**src/hdl/nsos_pkg.sv**
```systemverilog
package nsos_pkg;

  localparam int unsigned MaxSamples  = 16;
  localparam int unsigned MaxDims     = 8;
  localparam int unsigned FeatureBits = 16;

  localparam int unsigned SumBits   = 36;
  localparam int unsigned ScoreBits = 19;
  localparam int unsigned IdBits    = 32;

  // Configuration register indexes
  localparam logic CfgSamplesInUse = 1'b0;
  localparam logic CfgDimsInUse    = 1'b1;

  // Input item kinds
  localparam logic KindLoad  = 1'b0;
  localparam logic KindPoint = 1'b1;

  // Point component moving along the cell row
  typedef struct packed {
    logic        valid;
    logic        first;
    logic        last;
    logic [2:0]  comp;
    logic [31:0] obj;
    logic [31:0] value;
  } nsos_tok_t;

  // Running minimum moving along the cell row behind the last component
  typedef struct packed {
    logic               valid;
    logic               found;
    logic [SumBits-1:0] best;
    logic [31:0]        obj;
  } nsos_min_t;

endpackage

```
**src/hdl/nsos_cell.sv**
```systemverilog
module nsos_cell #(
  parameter int unsigned MaxDims     = nsos_pkg::MaxDims,
  parameter int unsigned FeatureBits = nsos_pkg::FeatureBits,
  parameter int unsigned CellIdx     = 0
) (
  input  logic                 clk_i,
  input  logic                 rst_ni,
  input  logic [8:0]           n_samples_i,
  input  logic                 load_i,
  input  logic [2:0]           load_comp_i,
  input  logic [31:0]          load_obj_i,
  input  logic [31:0]          load_value_i,
  input  nsos_pkg::nsos_tok_t  tok_i,
  input  nsos_pkg::nsos_min_t  min_i,
  output nsos_pkg::nsos_tok_t  tok_o,
  output nsos_pkg::nsos_min_t  min_o
);
  import nsos_pkg::*;

  localparam int unsigned CompBits = (MaxDims > 1) ? $clog2(MaxDims) : 1;
  localparam logic [SumBits-1:0] SumMax = '1;

  logic signed [FeatureBits-1:0] vals_q [MaxDims];
  logic [31:0]                   id_q;
  logic [SumBits-1:0]            sum_q, sum_d;
  logic                          active;
  logic signed [FeatureBits:0]   diff;
  logic [FeatureBits:0]          mag;
  logic [2*FeatureBits+1:0]      sq;
  logic [SumBits:0]              add;
  logic [SumBits-1:0]            base;
  nsos_tok_t                     tok_q;
  nsos_min_t                     min_q, min_d;

  assign active = (9'(CellIdx) < n_samples_i);

  // Store sample components and tag
  always_ff @(posedge clk_i) begin
    if (load_i) begin
      vals_q[load_comp_i[CompBits-1:0]] <= load_value_i[FeatureBits-1:0];
      id_q <= load_obj_i;
    end
  end

  // Squared difference for the passing component; clear as the minimum passes
  always_comb begin
    diff = $signed({tok_i.value[FeatureBits-1], tok_i.value[FeatureBits-1:0]})
         - $signed({vals_q[tok_i.comp[CompBits-1:0]][FeatureBits-1],
                    vals_q[tok_i.comp[CompBits-1:0]]});
    mag  = diff[FeatureBits] ? (FeatureBits+1)'(-diff) : diff;
    sq   = (2*FeatureBits+2)'(mag) * (2*FeatureBits+2)'(mag);
    if (id_q == tok_i.obj) sq = '0;
    base = tok_i.first ? '0 : sum_q;
    if (sq > (2*FeatureBits+2)'(SumMax)) add = {1'b1, SumMax};
    else add = {1'b0, base} + (SumBits+1)'(sq);
    sum_d = sum_q;
    if (min_i.valid) sum_d = '0;
    else if (tok_i.valid) sum_d = add[SumBits] ? SumMax : add[SumBits-1:0];
  end

  // Fold this cell's sum into the running minimum
  always_comb begin
    min_d = min_i;
    if (min_i.valid && active && id_q != min_i.obj && sum_q != '0 &&
        (!min_i.found || sum_q < min_i.best)) begin
      min_d.found = 1'b1;
      min_d.best  = sum_q;
    end
  end

  always_ff @(posedge clk_i or negedge rst_ni) begin
    if (!rst_ni) begin
      sum_q <= '0;
      tok_q <= '0;
      min_q <= '0;
    end else begin
      sum_q <= sum_d;
      tok_q <= tok_i;
      min_q <= min_d;
    end
  end

  assign tok_o = tok_q;
  assign min_o = min_q;

  // Minimum token arrives in the cycle after the last component
  a_min_follows : assert property (@(posedge clk_i) disable iff (!rst_ni)
    tok_i.valid && tok_i.last |=> min_i.valid)
    else $error("min order");
  a_sum_sat : assert property (@(posedge clk_i) disable iff (!rst_ni)
    $past(tok_i.valid) && !$past(tok_i.first) |-> sum_q >= $past(sum_q))
    else $error("sum decreased without restart");
  a_hold : assert property (@(posedge clk_i) disable iff (!rst_ni)
    !tok_i.valid && !min_i.valid |=> $stable(sum_q))
    else $error("sum changed while idle");

endmodule

```
**config.mk**
```make
export PLATFORM = sky130hd
export DESIGN_NAME = nsos_cell
export DESIGN_NICKNAME = d
export VERILOG_FILES = /design/src/hdl/nsos_pkg.sv /design/src/hdl/nsos_cell.sv
export SDC_FILE = /design/constraint.sdc
export NUM_CORES = 1
export LEC_CHECK = 0
export CAP_MARGIN = 5
export CORE_ASPECT_RATIO = 1.25
export CORE_MARGIN = 2
export CORE_UTILIZATION = 53
export DETAILED_ROUTE_END_ITERATION = 10
export DONT_BUFFER_PORTS = 1
export PLACE_DENSITY_LB_ADDON = 0.25
export SETUP_SLACK_MARGIN = 0.4
export SYNTH_ARGS = -nofsm -noshare
export SYNTH_HDL_FRONTEND = slang
export SYNTH_SLANG_ARGS = --single-unit
```
**constraint.sdc**
```tcl
create_clock -name clk_i -period 11.9 [get_ports clk_i]
set_clock_uncertainty 0.1 [all_clocks]
set_input_delay 1.19 -clock clk_i [delete_from_list [all_inputs] [get_ports clk_i]]
set_output_delay 1.19 -clock clk_i [all_outputs]
set_load 0.05 [all_outputs]
```
; ---- After elaboration in Yosys (flattened, before gate mapping)
; Memory sizes are Yosys's and may differ from the RTL's.
; Index checks and enable logic that the tools add are counted.
[totals]
elab_cells = 40
ram_bits = 128
memories = 1
reg_bits = 208
in_bits = 219
[op_classes]
eq_ne = 2
mul = 1
reduce_logical = 8
n_lt_le_gt_ge = 3
add_sub_neg = 3
muxes = 10
[memory_table]
columns = memory, depth, word_bits, read_ports, rd_ports_with_merged_regs, wr, line_no
row1 = vals_q, 8, 16, 1, 0, 1, nsos_cell.sv:23  ; logic signed [FeatureBits-1:0] vals_q [MaxDims];
[ops]
columns = cell, count
row1 = $mux 36, 4
row2 = $mux 37, 2
row3 = $add 36x34->37, 1
row4 = $lt 36x36->1, 1
row5 = $reduce_bool 36->1, 1
row6 = $gt 34x34->1 const B, 1
row7 = $mul 17x17->34, 1
row8 = $mux 34, 1
row9 = $eq 32x32->1, 1
row10 = $ne 32x32->1, 1
row11 = $mux 17, 1
row12 = $neg 17->17, 1
row13 = $sub 16x16->17, 1
row14 = $lt 1x9->1 const A, 1
row15 = $logic_and 1x1->1, 4
row16 = $mux 1, 2
row17 = $reduce_bool 2->1, 1
row18 = $logic_not 1->1, 1
row19 = $logic_or 1x1->1, 1

; ---- Depth between registers and ports, before layout
; An unclocked memory read counts as a cell.
[depth]
word_depth = 11
ltp_mapped = 49
depth_no_buf = 45

; ---- Worst setup path after synthesis
; No wires, ideal clock.
[synth_timing]
kind = input to register
start = input port tok_i[64] (netlist bit)
end = register sum_q[10]
t_arrival_ns = 12.299
t_required_ns = 11.658
cell_stages = 43
slack_ns = -0.641
path_cell_list = clkbuf_1 > buf_1 > mux4_2 > mux2i_1 > ha_1 > nor2b_1 > o2111ai_1 > a41oi_1 > o32a_1 > or3_4 > or4_4 > o21ai_4 > xor2_4 > inv_4 > buf_6 > nand2_2 > fa_1 > fa_1 > [... 7 more ...] > ha_1 > a211o_1 > nor2_1 > nand2_1 > o21ai_0 > o21bai_1 > a21o_1 > a21oi_1 > xor2_1 > nor2_1 > ha_1 > and3_1 > and3_1 > o31ai_1 > o211ai_1 > a21boi_1 > clkbuf_1 > a211oi_1
[synth_via]
elab_chain_len = 11
elab_cells_between_ends = 12
classes_between = 3 x add/sub / 1 x mul / 1 x order compare / 6 x mux / 1 x memory
[synth_lines]
columns = element, line_no
row1 = start: declaration, nsos_cell.sv:13  ; input nsos_pkg::nsos_tok_t tok_i,
row2 = $mem_v2 8x16 (*), n/a
row3 = $sub 16x16->17 (*), nsos_cell.sv:48  ; - $signed({vals_q[tok_i.comp[CompBits-1:0]][FeatureBits-1],
row4 = $neg 17->17, nsos_cell.sv:50  ; mag = diff[FeatureBits] ? (FeatureBits+1)'(-diff) : diff;
row5 = $mux 17 (*), nsos_cell.sv:50
row6 = $mul 17x17->34 (*), nsos_cell.sv:51  ; sq = (2*FeatureBits+2)'(mag) * (2*FeatureBits+2)'(mag);
row7 = $mux 34 (*), nsos_cell.sv:52  ; if (id_q == tok_i.obj) sq = '0;
row8 = $add 36x34->37 / $gt 34x34->1 (equally long branches), "nsos_cell.sv:55, nsos_cell.sv:54"
row9 = $mux 37 (*), nsos_cell.sv:54  ; if (sq > (2*FeatureBits+2)'(SumMax)) add = {1'b1, SumMax};
row10 = $mux 36 (*) (2 in series), nsos_cell.sv:58  ; else if (tok_i.valid) sum_d = add[SumBits] ? SumMax : add[SumBits-1:0];
row11 = $mux 36 (*), nsos_cell.sv:57  ; if (min_i.valid) sum_d = '0;
row12 = end signal: assignment, nsos_cell.sv:77  ; sum_q <= sum_d;
row13 = end: declaration, nsos_cell.sv:25  ; logic [SumBits-1:0] sum_q, sum_d;
; Mark *: on every way between the ends. The rest lies on a longest branch, timed or not. The select of a mux whose other input is x is not followed.
; A chain may end at the register's enable or synchronous reset.

; ---- Final worst setup path
[layout_timing]
start = input port tok_i[64] (netlist bit)
end = register sum_q[29]
; The elaborated chain is that of the path after synthesis.

==> metrics.txt <==
core region area about 47000 um^2; CTS tree done; DR iter-0 viols between 1000 and 1500; Post-DRT Antenna Nets 0; die span in y 249 um; number of top-level pins ~360; required time of the worst setup path approximately 12000 ps; global-route wire length before repair slightly above 100000 um; worst setup path class in -> reg; maximum level of the CTS H-tree 2; critical path arrival about 12000 ps; share of post-route cells with drive strength above 1 between 10% and 20%; CP Max Fanout 33; CTS clk-pin slew, worst paths around 60 ps; distinct cell type count of the synthesized netlist 84; sink count of the clock tree 336; number of fill cells ~3800; largest cells by area after synthesis sky130_fd_sc_hd__edfxtp_1 (19%), sky130_fd_sc_hd__dfrtp_1 (17%), sky130_fd_sc_hd__fa_1 (15%); most common cell after layout, fill and taps aside sky130_fd_sc_hd__inv_1; cell taking the most area after synthesis sky130_fd_sc_hd__edfxtp_1; via count 18300; EDFF count, synth between 150 and 200; maximum number of pins on one net before global-route repair 177; number of antenna violations at the first check in global routing 1; register bit count reported by yosys around 340; ys async rst share 52.4%; post-synthesis average cell area 10.8 um^2; Tcrit/Tclk final between 90% and 100%; number of buffers added by the clock tree synthesis step 34; highest clock frequency the design can meet ~0.09 GHz; Max-cap violations 0; overall track demand over capacity in global routing a little over a quarter; input/output buffers 0; cell chosen for the clock root sky130_fd_sc_hd__clkbuf_16; net total in the final layout 3096; Avg Vias per Cell roughly 5.8; count of non-filler cells in the finished layout approximately 3200; placed cell count about 3000; Tmin final 11160 ps; total die area about 50000 um^2; Max-Slew Margin vs Limit between 20% and 30%; Max stage delay cell, worst path sky130_fd_sc_hd__or4_4; transition time of the tightest slew-check pin approximately 1100 ps; detailed-route DRC error count 0; synthesized area around 25000 um^2; kind of start point of the critical path primary input; starting density of the core between 50% and 60%; wire length reported by the detailed router 64900 um; layout overhead on the synthesized area 14.8%; latest clock arrival within the worst-skew pair 560 ps; detailed placer's ending HPWL roughly 49000 um; yosys warns 0; top library cells by usage in the layout, fill and taps aside sky130_fd_sc_hd__inv_1 (318), sky130_fd_sc_hd__fa_1 (190), sky130_fd_sc_hd__ha_1 (182); max-slew violation total from the final report 0; Max Root-Sink Buffers 3; row cnt 89; Overflow after GRT 0; class of the tightest hold or removal check in -> async; delay contributed by the slowest stage of the critical path about 550 ps; cells after synthesis 2350; weighted congestion reported at the end of routability-driven placement 0.894; fraction of synthesized cell area taken by the top area cell type about a fifth; drt pass-1 iters 7; outcome finished, final reports clean; via count of the first global-routing pass ~20000; RSZ-0062 raised after global routing no; kind of capture point of the worst setup path register; sequential cell area fraction in the yosys report a little over a third; Crit path top cell by count sky130_fd_sc_hd__fa_1; final-report hold violation count 0; horizontal die dimension about 200 um; most used flip-flop cell after synthesis sky130_fd_sc_hd__dfrtp_1; # setup viols final 0; average wire per cell in the routed design around 21 um; count of hold-fix buffers inserted at cts 0
## path summary, 6_finish.rpt
path	start	end	slack (ps)	cells past startpoint
worst max register to register	vals_q[7][4]$_DFFE_PP_	sum_q[29]$_DFFE_PN0P_	1000	41
max in group asynchronous	rst_ni	min_o[3]$_DFF_PN0_	11240	0
worst min-delay path	rst_ni	sum_q[11]$_DFFE_PN0P_	240	0
min in group clk_i	sum_q[33]$_DFFE_PN0P_	min_o[65]$_DFF_PN0_	540	2
worst min register to register	sum_q[33]$_DFFE_PN0P_	min_o[65]$_DFF_PN0_	540	2
worst max-delay path	tok_i[64]	sum_q[29]$_DFFE_PN0P_	740	41
## state kept, by name, indices dropped and copies added (netlist names)
signal	flops
min_o	70
vals_q	128
id_q	32
sum_q	36
tok_o	70
## critical path: cells and delay by family
kind	cells	cell delay, ps
adder cells (fa/ha/maj)	9	4030
AND/OR/NAND/NOR	9	2340
AO/OA/AOI/OAI	12	2230
buffers and inverters	7	700
multiplexers	2	640
XOR/XNOR	2	350
## repair_timing
| action | in CTS | in global routing |
|---|---|---|
| endpoints found under the setup margin | 0 | 36 |
| hold endpoints to repair | 0 | 0 |
| buffers inserted | 0 | 12 |
| gates resized for setup | 0 | 98 |
## kinds of logic after synthesis
group,after synthesis,share of synthesized area (%)
other,2,0.0296
buffers and inverters,419,6.35
AOI/OAI and AO/OA,424,12.0
muxes,54,3.71
and+or+nand+nor,587,11.9
xor gates and xnor gates,144,5.07
DFF,336,36.3
adders and majority gates,384,24.6
## cells in the mapped netlist (all sizes together), types with 35 or more instances
master   count
inv        327
fa         193
ha         191
dfrtp      176
nor2       162
edfxtp     160
nand2      136
xnor2       80
clkbuf      71
xor2        64
a21oi       59
a21o        54
o21ai       54
nor2b       52
o21a        49
o211ai      46
o2111ai     42
a211oi      41
nand3b      38
nand2b      35
## layout make-up
cell class | count | area (um^2) | area share (%)
Multi-Input combinational cell | 1605 | 15300 | 52.3
Sequential cell | 336 | 9210 | 31.6
Timing Repair Buffer | 186 | 1460 | 5.02
Inverter | 330 | 1240 | 4.27
Clock buffer | 49 | 1010 | 3.46
Tap cell | 637 | 797 | 2.73
Clock inverter | 12 | 165 | 0.567
Antenna cell | 1 | 2.50 | 0.00858
## routing by layer
layer / up-vias / track usage, % / share of wire, %
met5: - / 0 / 0
met4: 0 / 10.1 / 3.8
met3: 151 / 4.67 / 5.4
met2: 581 / 49.1 / 54
met1: 9167 / 30.4 / 37
li1: 8406 / - / -
## through the flow
stage	hold slack (ps)	worst slack, ps	utilization (%)	cell area (um^2)	TNS (ps)
after global placement	515	46.5	57.9	27400	0
final	244	739	61.6	29200	0
after CTS	216	508	60.4	28600	0
after floorplan	468	403	-	25700	0
after global routing	221	290	61.6	29200	0
after detailed placement	529	-66.7	57.9	27400	-437
Power is not shown: default switching activity piles up to over one toggle a cycle in this logic, so the estimate is an artifact.
