### src/hdl/nsos_pkg.sv
package nsos_pkg;

  localparam int unsigned MaxSamples  = 16;
  localparam int unsigned MaxDims     = 8;
  localparam int unsigned FeatureBits = 16;

  localparam int unsigned SumBits   = 36;
  localparam int unsigned ScoreBits = 19;
  localparam int unsigned IdBits    = 32;

  // Configuration register indexes
  localparam logic CfgSamplesInUse = 1'b0;
  localparam logic CfgDimsInUse    = 1'b1;

  // Input item kinds
  localparam logic KindLoad  = 1'b0;
  localparam logic KindPoint = 1'b1;

  // Point component moving along the cell row
  typedef struct packed {
    logic        valid;
    logic        first;
    logic        last;
    logic [2:0]  comp;
    logic [31:0] obj;
    logic [31:0] value;
  } nsos_tok_t;

  // Running minimum moving along the cell row behind the last component
  typedef struct packed {
    logic               valid;
    logic               found;
    logic [SumBits-1:0] best;
    logic [31:0]        obj;
  } nsos_min_t;

endpackage

### src/hdl/nsos_isqrt.sv
module nsos_isqrt (
  input  logic                              clk_i,
  input  logic                              rst_ni,
  input  logic                              start_i,
  input  logic [nsos_pkg::SumBits-1:0]      x_i,
  output logic                              busy_o,
  output logic                              done_o,
  output logic [nsos_pkg::ScoreBits-1:0]    root_o
);
  import nsos_pkg::*;

  localparam int unsigned Steps = SumBits / 2;

  logic [SumBits-1:0] rem_q, rem_d;
  logic [SumBits-1:0] r_q, r_d;
  logic [SumBits-1:0] bit_q, bit_d;
  logic               busy_q, done_q;
  logic [SumBits-1:0] trial;

  // One bit pair per cycle, restoring method
  always_comb begin
    trial = r_q + bit_q;
    rem_d = rem_q;
    r_d   = r_q >> 1;
    if (rem_q >= trial) begin
      rem_d = rem_q - trial;
      r_d   = (r_q >> 1) + bit_q;
    end
    bit_d = bit_q >> 2;
  end

  always_ff @(posedge clk_i or negedge rst_ni) begin
    if (!rst_ni) begin
      busy_q <= 1'b0;
      done_q <= 1'b0;
    end else begin
      done_q <= 1'b0;
      if (start_i) busy_q <= 1'b1;
      else if (busy_q && bit_q == SumBits'(1)) begin
        busy_q <= 1'b0;
        done_q <= 1'b1;
      end
    end
  end

  always_ff @(posedge clk_i) begin
    if (start_i) begin
      rem_q <= x_i;
      r_q   <= '0;
      bit_q <= SumBits'(1) << (2*(Steps-1));
    end else if (busy_q) begin
      rem_q <= rem_d;
      r_q   <= r_d;
      bit_q <= bit_d;
    end
  end

  assign busy_o = busy_q;
  assign done_o = done_q;
  assign root_o = r_q[ScoreBits-1:0];

endmodule

### config.mk
export PLATFORM = sky130hd
export DESIGN_NAME = nsos_isqrt
export DESIGN_NICKNAME = d
export VERILOG_FILES = /design/src/hdl/nsos_pkg.sv /design/src/hdl/nsos_isqrt.sv
export SDC_FILE = /design/constraint.sdc
export NUM_CORES = 1
export LEC_CHECK = 0
export BUFFER_PORTS_ARGS = -buffer_cell sky130_fd_sc_hd__buf_2
export CAP_MARGIN = 10
export CORE_ASPECT_RATIO = 1.75
export CORE_MARGIN = 10
export CORE_UTILIZATION = 60
export DETAILED_ROUTE_END_ITERATION = 16
export PLACE_DENSITY = 0.8
export SYNTH_ARGS = -nofsm -noshare
export SYNTH_HDL_FRONTEND = slang
export SYNTH_SLANG_ARGS = --single-unit
### constraint.sdc
create_clock -name clk_i -period 11.1 [get_ports clk_i]
set_clock_uncertainty 0.15 [all_clocks]
set_input_delay 0.555 -clock clk_i [delete_from_list [all_inputs] [get_ports clk_i]]
set_output_delay 0.555 -clock clk_i [all_outputs]
set_load 0.005 [all_outputs]
# Word-level counts from Yosys, hierarchy flattened
# Index checks and enable logic that the tools add are counted.
[op_classes] n_lt_le_gt_ge=1 reduce_logical=5 add_sub_neg=3 eq_ne=1 muxes=8
[op_table] operator="$mux W36" n=4
[op_table] operator="$add A35 B35 Y36" n=1
[op_table] operator="$add A36 B35 Y36" n=1
[op_table] operator="$ge A36 B36 Y1" n=1
[op_table] operator="$sub A36 B36 Y36" n=1
[op_table] operator="$eq A18 B1 Y1 const B" n=1
[op_table] operator="$reduce_bool A2 Y1" n=3
[op_table] operator="$mux W1" n=4
[op_table] operator="$reduce_and A2 Y1" n=1
[op_table] operator="$logic_and A1 B1 Y1" n=1
[totals] elab_cells=23 reg_bits=92 in_bits=39 output_inout_bits=21

# Logic depth before layout (Yosys ltp)
# Gate-level depths: netlist of run 1.
[depth] ltp_word=5 mapped_depth=22

# Least setup slack after synthesis of run 1
# OpenSTA, ideal clock, no wires.
[synth_timing] path_type="register to register" start="register r_q[2]" end="register rem_q[0], enable pin" path_stages_with_launch=21 synth_period_minus_slack_ns=6.973 path_slack_ns=4.127 arrival_ns=6.344 t_required_ns=10.471 setup_time_ns=0.479 path_cell_list="dfxtp_1 -> ha_1 -> a31oi_1 -> o21bai_1 -> a31o_2 -> a311o_1 -> a21oi_1 -> o21bai_1 -> a21oi_1 -> xor2_1 -> ha_1 -> buf_2 -> nand4_1 -> nor3_1 -> and4b_1 -> nor3_1 -> o21ai_1 -> buf_6 -> nor2_8 -> buf_4 -> o21ai_0"
[synth_between] elab_chain_len=4
[synth_rtl] item="start, declared" line_no="nsos_isqrt.sv:15" text="logic [SumBits-1:0] r_q, r_d;"
[synth_rtl] item="start signal, assigned" line_no="nsos_isqrt.sv:53" text="r_q <= r_d;"
[synth_rtl] item="$add A36 B35 Y36" line_no="nsos_isqrt.sv:22" text="trial = r_q + bit_q;"
[synth_rtl] item="$ge A36 B36 Y1" line_no="nsos_isqrt.sv:25" text="if (rem_q >= trial) begin"
[synth_rtl] item="$reduce_bool A2 Y1 (no source line)"
[synth_rtl] item="$reduce_and A2 Y1 (no source line)"
[synth_rtl] item="end signal, assigned" line_no="nsos_isqrt.sv:48" text="rem_q <= x_i;"
[synth_rtl] item="end signal, assigned" line_no="nsos_isqrt.sv:52" text="rem_q <= rem_d;"
[synth_rtl] item="end, declared" line_no="nsos_isqrt.sv:14" text="logic [SumBits-1:0] rem_q, rem_d;"
# No other way between the ends.
# A chain may end at the register's enable or synchronous reset.

# Worst setup path in the final report of run 1
[layout_timing] start="register r_q[2]" end="register rem_q[24], enable pin"
# The elaborated chain is that of the path after synthesis.

==> results of run 1 <==
## state kept, by name, indices dropped and copies added, names as in the netlist
| name | count |
|---|---|
| busy_o | 1 |
| bit_q | 18 |
| rem_q | 36 |
| r_q | 36 |
| done_o | 1 |
## tightest hold or removal path: stages
cell and delay [ps]:
buf_2 70, nand2_1 40, nand2_1 40
## how the worst max path moves through the flow
stage          cells after the start  slack (ps)         to     start
3_5_place_dp                      16        4990  rem_q[32]  bit_q[0]
3_3_place_gp                      15        5170  rem_q[33]    r_q[2]
2_1_floorplan                     20        4130   rem_q[0]    r_q[2]
6_report                          16        5160  rem_q[24]    r_q[2]
4_1_cts                           16        4960  rem_q[24]  bit_q[0]
5_1_grt                           17        4800  rem_q[24]  bit_q[0]
## report_power, final
group | switching, mW | total (mW) | internal, mW
sequential | 0.0841 | 0.572 | 0.487
combinational | 0.811 | 1.37 | 0.557
clock | 0.150 | 0.328 | 0.178
## per-stage QoR
| step | cells | hold slack (ps) | cell area (µm²) | setup slack (ps) |
|---|---|---|---|---|
| after global routing | 1201 | 328 | 8910 | 4800 |
| after detailed placement | 1183 | 193 | 8570 | 4990 |
| after CTS | 1200 | 316 | 8880 | 4960 |
| after floorplan | 1013 | 109 | 8410 | 4130 |
| final | 1201 | 313 | 8910 | 5160 |
| after global placement | 1183 | 190 | 8570 | 5170 |
## cell type report
| class | instances | area (µm²) |
|---|---|---|
| multi-input combinational | 829 | 5730 |
| inverter | 23 | 86.3 |
| tap | 177 | 221 |
| fill | 1187 | 4920 |
| clock buffer | 9 | 225 |
| clock inverter | 7 | 80.1 |
| timing repair buffer | 64 | 358 |
| sequential | 92 | 2210 |
## kinds of logic (layout without fill, tap and decap cells)
logic type      Yosys count  count (layout)  synth area share, %
buf+inv                  92             103                 5.69
flops                    92              92                 26.3
simple gates            303             303                 17.1
mux                      37              37                 4.54
fa+ha+maj                75              75                 11.3
compound gates          333             333                 26.7
xor+xnor                 81              81                 8.44
## cells in the mapped netlist, drive strengths merged, types with 12 or more instances
master	instances
o21bai	15
xnor2	40
a211oi	23
clkbuf	33
ha	74
inv	23
a31oi	26
nor3	13
mux2i	28
dfxtp	54
xor2	41
nand2	118
nand4	16
buf	36
o21ai	84
a21oi	67
nor2	89
a21o	21
nand3	12
edfxtp	36
## per-layer routing
metal / vias up / wire, µm / GRT usage, %
met2: 273 / 11200 / 38.9
met5: - / 0 / 0
met1: 3615 / 8850 / 27.2
met3: 63 / 1210 / 2.88
li1: 3765 / - / -
met4: 0 / 787 / 10.8
==> results_dict.tcl, run 1 <==
set metrics [dict create \
    max_clock_freq_ghz 0.168 \
    maxSlewViolCount 0 \
    setup_viol 0 \
    r2r-end "rem_q[24]" \
    cts_num_sinks 92 \
    powerDensity_nw_per_um2 254 \
    cts_resized 0 \
    rows 57 \
    post_drt_wl_per_cell_um 18.3 \
    min_from "x_i[17]" \
    cts-buffers-inserted 9 \
    peakVddDrop_mv 0.191 \
    worstPathMaxFanout 24 \
    r2r_setup_slack_ps 5160 \
    critPathLaunchType "flip-flop" \
    yosysSeqAreaShare_pct 26.3 \
    hp-class "primary input to flip-flop" \
    routed_wl_um 22000 \
    hold_buffers 1 \
    rsz0062_at_grt "false" \
    fin_crit_ps 5940 \
    drive_above_1_share_pct 12.4 \
    status "finished clean" \
    clk-insertion-delay-late_ps 360 \
    ios 60 \
    gp_congestion 0.967 \
    synth_async_sr_flop_share_pct 2.17 \
    critPathMaxStageDelay_ps 780 \
    drc 0 \
    worst_slew_pin_slew_ps 915 \
    final_cell_mix "117 x nand2_1, 88 x nor2_1, 77 x o21ai_0" \
    drt_iter0_markers 559 \
    mostFrequentLayoutCell "nand2_1" \
    ys_seq_elements 92 \
    nNetsFinal 1133 \
    synth_cell_types 80 \
    via_count 7716 \
    r2r_cells 16 \
    die_height_um 177 \
    cts_root_buffer "clkbuf_16" \
    dp_hpwl_um 16200 \
    timing.rr.start "r_q[2]" \
    clkTransAtPathRegs_ps 80 \
    grt_pass1_vias 7511 \
    synthTopCellsByArea "dfxtp_1 13%, edfxtp_1 13%, ha_1 11%" \
    critPathBufInv 1 \
    worst-setup-path-type "flip-flop to flip-flop" \
    total_power_mw 2.27 \
    grt_overflow 0 \
    postCtsSetupBuffers 0 \
    period_share_pct 53.5 \
    cts_tree "yes" \
    slew_headroom_pct 39.0 \
    slowest_stage "o211a_1" \
    synth_edf_count 36 \
    fin_util_pct 64.4 \
    cp_data_arrival_time_ps 5850 \
    tns_ps 0 \
    critPathCaptureType "flip-flop" \
    synth_top_area_share_pct 12.9 \
    synth_nets 1127 \
    grt_pass1_wl_um 36100 \
    synthFlopType "dfxtp_1" \
    cp_common_cell "a31oi_1" \
    numPortBuffers 59 \
    syn_to_final_growth_pct 6.01 \
    dr.pass1.iters 5 \
    ys_warn_count 0 \
    antenna_found_initial 0 \
    max_cap_violations 0 \
    avgSynthCellArea_um2 8.30 \
    holdPathEnd "rem_q[17]" \
    syn_inst 1013 \
    synth_area_leader_cell "dfxtp_1" \
    worstPathRequired_ps 11010 \
    viasPerCell 6.42 \
    grt_max_degree 83 \
    chipWidth_um 109 \
    holdPathStages 3 \
    clockBufferDepth 2 \
    cp_top_family "compound AO/OA/AOI/OAI gates" \
    die-area_um2 19300 \
    grt_usage_pct 22.8 \
    hold_viol_final 0 \
    core_um2 13800 \
    syn-cell-area_um2 8410 \
    ant_nets 0 \
    n_antenna_cell 0 \
    initial_core_util_pct 60.8 \
    power_leakage_nw 3.64 \
    htree_levels 3 \
    critical_path.cell_chain "ha_1 > a31oi_1 > o21bai_1 > a31o_2 > a21oi_1 > a31oi_1 > a31o_2 > a31oi_1 > xor2_1 > ha_1 > nand4_1 > nor4_1 > o211a_1 > nor2_8 > o21ai_4 > buf_16" \
]
No activity file was read; power rests on OpenSTA's default activity.
==> run 2: changes to the inputs <==
--- a/config.mk
+++ b/config.mk
@@ -5,13 +5,14 @@
 export SDC_FILE = /design/constraint.sdc
 export NUM_CORES = 1
 export LEC_CHECK = 0
+export ABC_AREA = 1
 export BUFFER_PORTS_ARGS = -buffer_cell sky130_fd_sc_hd__buf_2
 export CAP_MARGIN = 10
 export CORE_ASPECT_RATIO = 1.75
 export CORE_MARGIN = 10
-export CORE_UTILIZATION = 60
+export CORE_UTILIZATION = 57
 export DETAILED_ROUTE_END_ITERATION = 16
-export PLACE_DENSITY = 0.8
+export PLACE_DENSITY = 0.79
 export SYNTH_ARGS = -nofsm -noshare
 export SYNTH_HDL_FRONTEND = slang
 export SYNTH_SLANG_ARGS = --single-unit
==> constraint.sdc (replaced) <==
create_clock -name clk_i -period 4.8 [get_ports clk_i]
set_clock_uncertainty 0.15 [all_clocks]
set_input_delay 0.24 -clock clk_i [delete_from_list [all_inputs] [get_ports clk_i]]
set_output_delay 0.24 -clock clk_i [all_outputs]
set_load 0.005 [all_outputs]
==> run 2 against run 1 <==
Sequential power grew 130%; largest power group unchanged; hold slack got worse by 310 ps; synthesized area is 18% higher; critical endpoint is now rem_q[35]; maximum frequency increased by 37%; sequential share of layout area shrank 4.2 points; worst setup slack worse by 4700 ps.
==> results_dict.tcl, run 2 <==
set metrics [dict create \
    maxSlewViolCount 0 \
    grt_pass1_vias 10500 \
    gp_congestion 1.01 \
    mostFrequentLayoutCell "nand2_1" \
    hp-class "primary input to flip-flop" \
    cp_common_cell "nand2_1" \
    die_height_um 194 \
    drc 0 \
    synth_top_area_share_pct 20.2 \
    initial_core_util_pct 58.1 \
    nNetsFinal 1803 \
    syn-cell-area_um2 9900 \
    dp_hpwl_um 26300 \
    dp_slack_ps 458 \
    dp.cells 1892 \
    final_cell_mix "533 x nand2_1, 184 x inv_1, 167 x nor2_1" \
    critPathCaptureType "flip-flop" \
    period_share_pct 90.2 \
    grt_max_degree 80 \
    dr.pass1.iters 5 \
    yosysMostFrequentCell "nand2_1" \
    met1_usage_pct 29.5 \
    grt_pass1_wl_um 53000 \
    synth_edf_count 36 \
    n_antenna_cell 0 \
    synth_area_leader_cell "nand2_1" \
    use_met2_pct 50.0 \
    ant_nets 0 \
    grt_overflow 0 \
    cts_tree "yes" \
    synth_cell_types 47 \
    drt_iter0_markers 745 \
    largest_registers "r_q (36), rem_q (36), bit_q (18)" \
    status "finished clean" \
    worst_slack_ps 469 \
    total_power_mw 5.91 \
    ys_warn_count 0 \
    fin_crit_ps 4330 \
    via_count 10800 \
    synthFlopType "dfxtp_1" \
    synth_nets 1759 \
    cts-buffers-inserted 9 \
    critPathMaxStageDelay_ps 380 \
    worstPathMaxFanout 5 \
    synth_commonest_cells "533 x nand2_1, 184 x inv_1, 167 x nor2_1" \
    synth_async_sr_flop_share_pct 2.17 \
    syn_to_final_growth_pct 8.14 \
    avgSynthCellArea_um2 6.02 \
    grt_usage_pct 28.0 \
    instances_no_fill 1921 \
    worst-setup-path-type "flip-flop to flip-flop" \
    power_leakage_nw 5.08 \
    critPathLaunchType "flip-flop" \
    peakVddDrop_mv 0.386 \
    worstPathRequired_ps 4770 \
    rows 63 \
    core_um2 17000 \
    yosysSeqAreaShare_pct 22.4 \
    routed_wl_um 32900 \
    viasPerCell 5.64 \
    grt.busiest_layer "met2" \
    holdPathStages 3 \
    max_cap_violations 0 \
    powerDensity_nw_per_um2 553 \
    clockBufferDepth 2 \
    tns_ps 0 \
    antenna_found_initial 0 \
    critical_path.cell_chain "ha_1 > ha_1 > nand2_1 > a21oi_1 > nand2_1 > nand2_1 > nand2_1 > nand2_1 > nand2_1 > nand2_1 > nand2_1 > nand2_1 > xnor2_1 > ha_1 > a21oi_1 > o21ai_0 > a21oi_1 > nand3_1 > nand2_1 > nand3_1 > nand3_1 > nand2_1" \
    rsz0062_at_grt "false" \
    grt_util_met3_pct 2.84 \
    worst_slew_pin_slew_ps 924 \
    cp_data_arrival_time_ps 4300 \
    cts_root_buffer "clkbuf_16" \
    fin_hold_ws_ps 3.64 \
    htree_levels 3 \
    clk-insertion-delay-late_ps 360 \
    max_clock_freq_ghz 0.231 \
    slew_headroom_pct 38.4 \
    numPortBuffers 59 \
    clkTransAtPathRegs_ps 70 \
    cts_num_sinks 92 \
    ys_seq_elements 92 \
    setup_viol 0 \
    r2r_cells 22 \
    fillers 1757 \
    chipWidth_um 120 \
    ios 60 \
    drive_above_1_share_pct 7.50 \
    syn_inst 1645 \
    hold_viol_final 0 \
    post_drt_wl_per_cell_um 17.1 \
    slowest_stage "dfxtp_1" \
    die-area_um2 23200 \
    synthTopCellsByArea "nand2_1 20%, dfxtp_1 11%, edfxtp_1 11%" \
]
[run 2: changes by cell type after synthesis, moves of 22 or more]
cell / before / now
nor2_1: 88 / 167
a211oi_1: 22 / 0
nand3b_1: 1 / 24
a21oi_1: 65 / 110
nand2_1: 117 / 533
inv_1: 23 / 184
a31oi_1: 25 / 1
nand3_1: 11 / 152
mux2i_1: 28 / 0
[run 2: metal layers]
layer,share of wire [%],vias to the layer above
met5,0,-
met4,7.4,0
met3,4.4,112
met2,51,376
met1,37,4907
li1,-,5447
[run 2: worst paths after layout]
kind | start | to | slack (ps)
min in group asynchronous | rst_ni | busy_o | 40
min reg2reg | r_q[0] | r_q[0] | 330
min | x_i[27] | rem_q[27] | 4
max in group asynchronous | rst_ni | busy_o | 4360
max reg2reg | bit_q[0] | rem_q[35] | 470
max | bit_q[0] | rem_q[35] | 470
[run 2: cells by family after synthesis]
family / count (synthesis) / share of synthesized area, %
AND/OR/NAND/NOR: 958 / 41.5
buffers and inverters: 249 / 10.6
AO/OA/AOI/OAI: 226 / 12.0
flip-flops: 92 / 22.4
adder cells (fa/ha/maj): 75 / 9.56
XOR/XNOR: 45 / 3.98
[run 2: layout make-up]
class,instances,area [µm²],area share (%)
clock inverters,6,46.3,0.433
repair buffers,89,566,5.28
well taps,227,284,2.65
flip-flops and latches,92,2210,20.7
inverters,193,724,6.77
clock buffers,10,229,2.14
multi-input cells,1304,6640,62.0
[run 2: timing repair]
action,in CTS,in global routing
hold buffers,13,0
setup endpoints to repair,0,57
endpoints found under the hold margin,14,0
gates resized for setup,0,1
setup buffers,0,0
[run 2: worst max-delay path: cells and delay by family (launching register included)]
kind	cells	cell delay, ps
adders and majority gates	3	820
AOI/OAI and AO/OA	4	980
DFF	1	380
and+or+nand+nor	14	1620
xor gates and xnor gates	1	150
[run 2: where the power goes]
part	switching, mW	internal, mW	total, mW	leakage (nW)
sequential	0.189	1.14	1.33	0.838
combinational	2.53	1.35	3.89	4.11
clock	0.340	0.356	0.696	0.130
total	3.06	2.85	5.91	5.08
[run 2: metrics by stage]
stage | instance area (µm²) | util [%]
finish | 10700 | 62.9
global route | 10700 | 62.9
CTS | 10700 | 62.8
detailed placement | 10300 | 60.4
global placement | 10300 | 60.4
floorplan | 9900 | -
==> run 3: changes to the inputs <==
--- a/config.mk
+++ b/config.mk
@@ -9,10 +9,10 @@
 export BUFFER_PORTS_ARGS = -buffer_cell sky130_fd_sc_hd__buf_2
 export CAP_MARGIN = 10
 export CORE_ASPECT_RATIO = 1.75
-export CORE_MARGIN = 10
+export CORE_MARGIN = 2
 export CORE_UTILIZATION = 57
 export DETAILED_ROUTE_END_ITERATION = 16
-export PLACE_DENSITY = 0.79
+export PLACE_DENSITY_LB_ADDON = 0.25
 export SYNTH_ARGS = -nofsm -noshare
 export SYNTH_HDL_FRONTEND = slang
 export SYNTH_SLANG_ARGS = --single-unit
==> run 3 against run 2 <==
The flow now finishes with violations (hold timing); critical endpoint is now rem_q[6]; worst setup slack worse by 83 ps; hold slack got worse by 8.7 ps; sequential power hardly changed; maximum frequency down 1.9%.
==> results_dict.tcl, run 3 (synthesis gave the netlist of run 2 again) <==
set metrics [dict create \
    design_area_um2 10700 \
    violations "hold timing" \
    grt_pass1_vias 10500 \
    holdPathStages 3 \
    viasPerCell 5.61 \
    fin_util_pct 63.3 \
    numPortBuffers 59 \
    critPathLaunchType "flip-flop" \
    die_height_um 178 \
    status "complete, but fails checks" \
    largest_registers "r_q (36), rem_q (36), bit_q (18)" \
    routed_wl_um 31900 \
    worst_slack_ps 386 \
    critPathBufInv 1 \
    max_cap_violations 0 \
    mostFrequentLayoutCell "nand2_1" \
    worstPathRequired_ps 4700 \
    power_leakage_nw 5.10 \
    rsz0062_at_grt "false" \
    ant_nets 0 \
    chipWidth_um 104 \
    cts_resized 0 \
    drive_above_1_share_pct 7.50 \
    hold_viol_final 3 \
    setup_viol 0 \
    cp.depth 21 \
    cts_num_sinks 92 \
    critPathMaxStageDelay_ps 400 \
    critPathCaptureType "flip-flop" \
    rows 63 \
    fin_hold_ws_ps -5.01 \
    grt_usage_pct 34.7 \
    antenna_found_initial 0 \
    post_drt_wl_per_cell_um 16.6 \
    ios 60 \
    grt_overflow 0 \
    r2r_cells 21 \
    slew_headroom_pct 38.5 \
    final_cell_mix "533 x nand2_1, 184 x inv_1, 167 x nor2_1" \
    core_um2 16900 \
    initial_core_util_pct 58.4 \
    clk-insertion-delay-late_ps 370 \
    dp_slack_ps 511 \
    tns_ps 0 \
    grt_pass1_wl_um 50800 \
    worst_slew_pin_slew_ps 923 \
    cts_tree "yes" \
    syn_to_final_growth_pct 8.47 \
    critical_path.cell_chain "ha_1 > ha_1 > nand2_1 > a21oi_1 > nand2_1 > nand2_1 > a21oi_1 > o21ai_1 > nand3_1 > nand3b_1 > nand2_1 > ha_1 > nand2_1 > nor3_4 > nand4_1 > nor2_4 > nor2_8 > nand2_8 > nand2_1 > nand2_1 > buf_12" \
    hp-class "primary input to flip-flop" \
    grt_max_degree 80 \
    cts_root_buffer "clkbuf_16" \
    fin_crit_ps 4410 \
    cp_common_cell "nand2_1" \
    worstPathMaxFanout 36 \
    die-area_um2 18500 \
    maxSlewViolCount 0 \
    dpl_cell_area_um2 10300 \
    n_antenna_cell 0 \
    via_count 10800 \
    cts-buffers-inserted 9 \
    powerDensity_nw_per_um2 558 \
    worst-setup-path-type "flip-flop to flip-flop" \
    clkTransAtPathRegs_ps 70 \
    slowest_stage "o21ai_1" \
    drt_iter0_markers 626 \
    peakVddDrop_mv 0.419 \
    dr.pass1.iters 6 \
    cp_data_arrival_time_ps 4310 \
    drc 0 \
    max_clock_freq_ghz 0.227 \
    gp_congestion 1.06 \
    nNetsFinal 1803 \
    dp_hpwl_um 25300 \
    cp_top_family "simple AND/OR/NAND/NOR gates" \
    period_share_pct 92.0 \
    clockBufferDepth 2 \
    htree_levels 3 \
]
run 3: worst register-to-register path, delay by kind of cell (launching register included):
kind | cells | cell delay, ps
AOI/OAI and AO/OA | 3 | 790
adders and majority gates | 3 | 790
buffers and inverters | 1 | 230
DFF | 1 | 380
and+or+nand+nor | 14 | 1730
run 3: timing repair:
item                                   in CTS  in global routing
setup buffers                               0                  0
endpoints found under the hold margin      13                  0
hold buffers                               12                  0
run 3: per-stage QoR:
step | cells | power [mW]
2_1_floorplan | 1645 | 4.25
3_3_place_gp | 1893 | 5.08
3_5_place_dp | 1893 | 5.14
4_1_cts | 1921 | 5.91
5_1_grt | 1921 | 6.51
6_report | 1921 | 5.99
run 3: final timing paths:
check                                  to  slack, ps     start
worst max register to register   rem_q[6]        390  bit_q[0]
worst min-delay path            rem_q[26]         -5   x_i[26]
max in group asynchronous          busy_o       4370    rst_ni
worst min register to register     r_q[0]        350    r_q[0]
min in group asynchronous          done_o         30    rst_ni
worst max-delay path             rem_q[6]        390  bit_q[0]
run 3: layout make-up:
class                   count  area (µm²)
well taps                 227         284
multi-input cells        1304        6640
clock inverters             5        58.8
clock buffers              11         243
fillers                  1686        6210
inverters                 193         724
flip-flops and latches     92        2210
repair buffers             89         576
run 3: power by group:
group / switching (mW) / internal, mW / leakage (nW) / total, mW
clock network: 0.334 / 0.422 / 0.151 / 0.755
registers: 0.190 / 1.14 / 0.838 / 1.34
logic: 2.52 / 1.37 / 4.12 / 3.90
total: 3.05 / 2.94 / 5.10 / 5.99
run 3: routing by layer:
layer  wire [µm]  global-route usage (%)
met1       12300                    36.5
met2       16400                    66.2
met3        1220                    3.00
met4        1970                    22.0
met5           0                       0
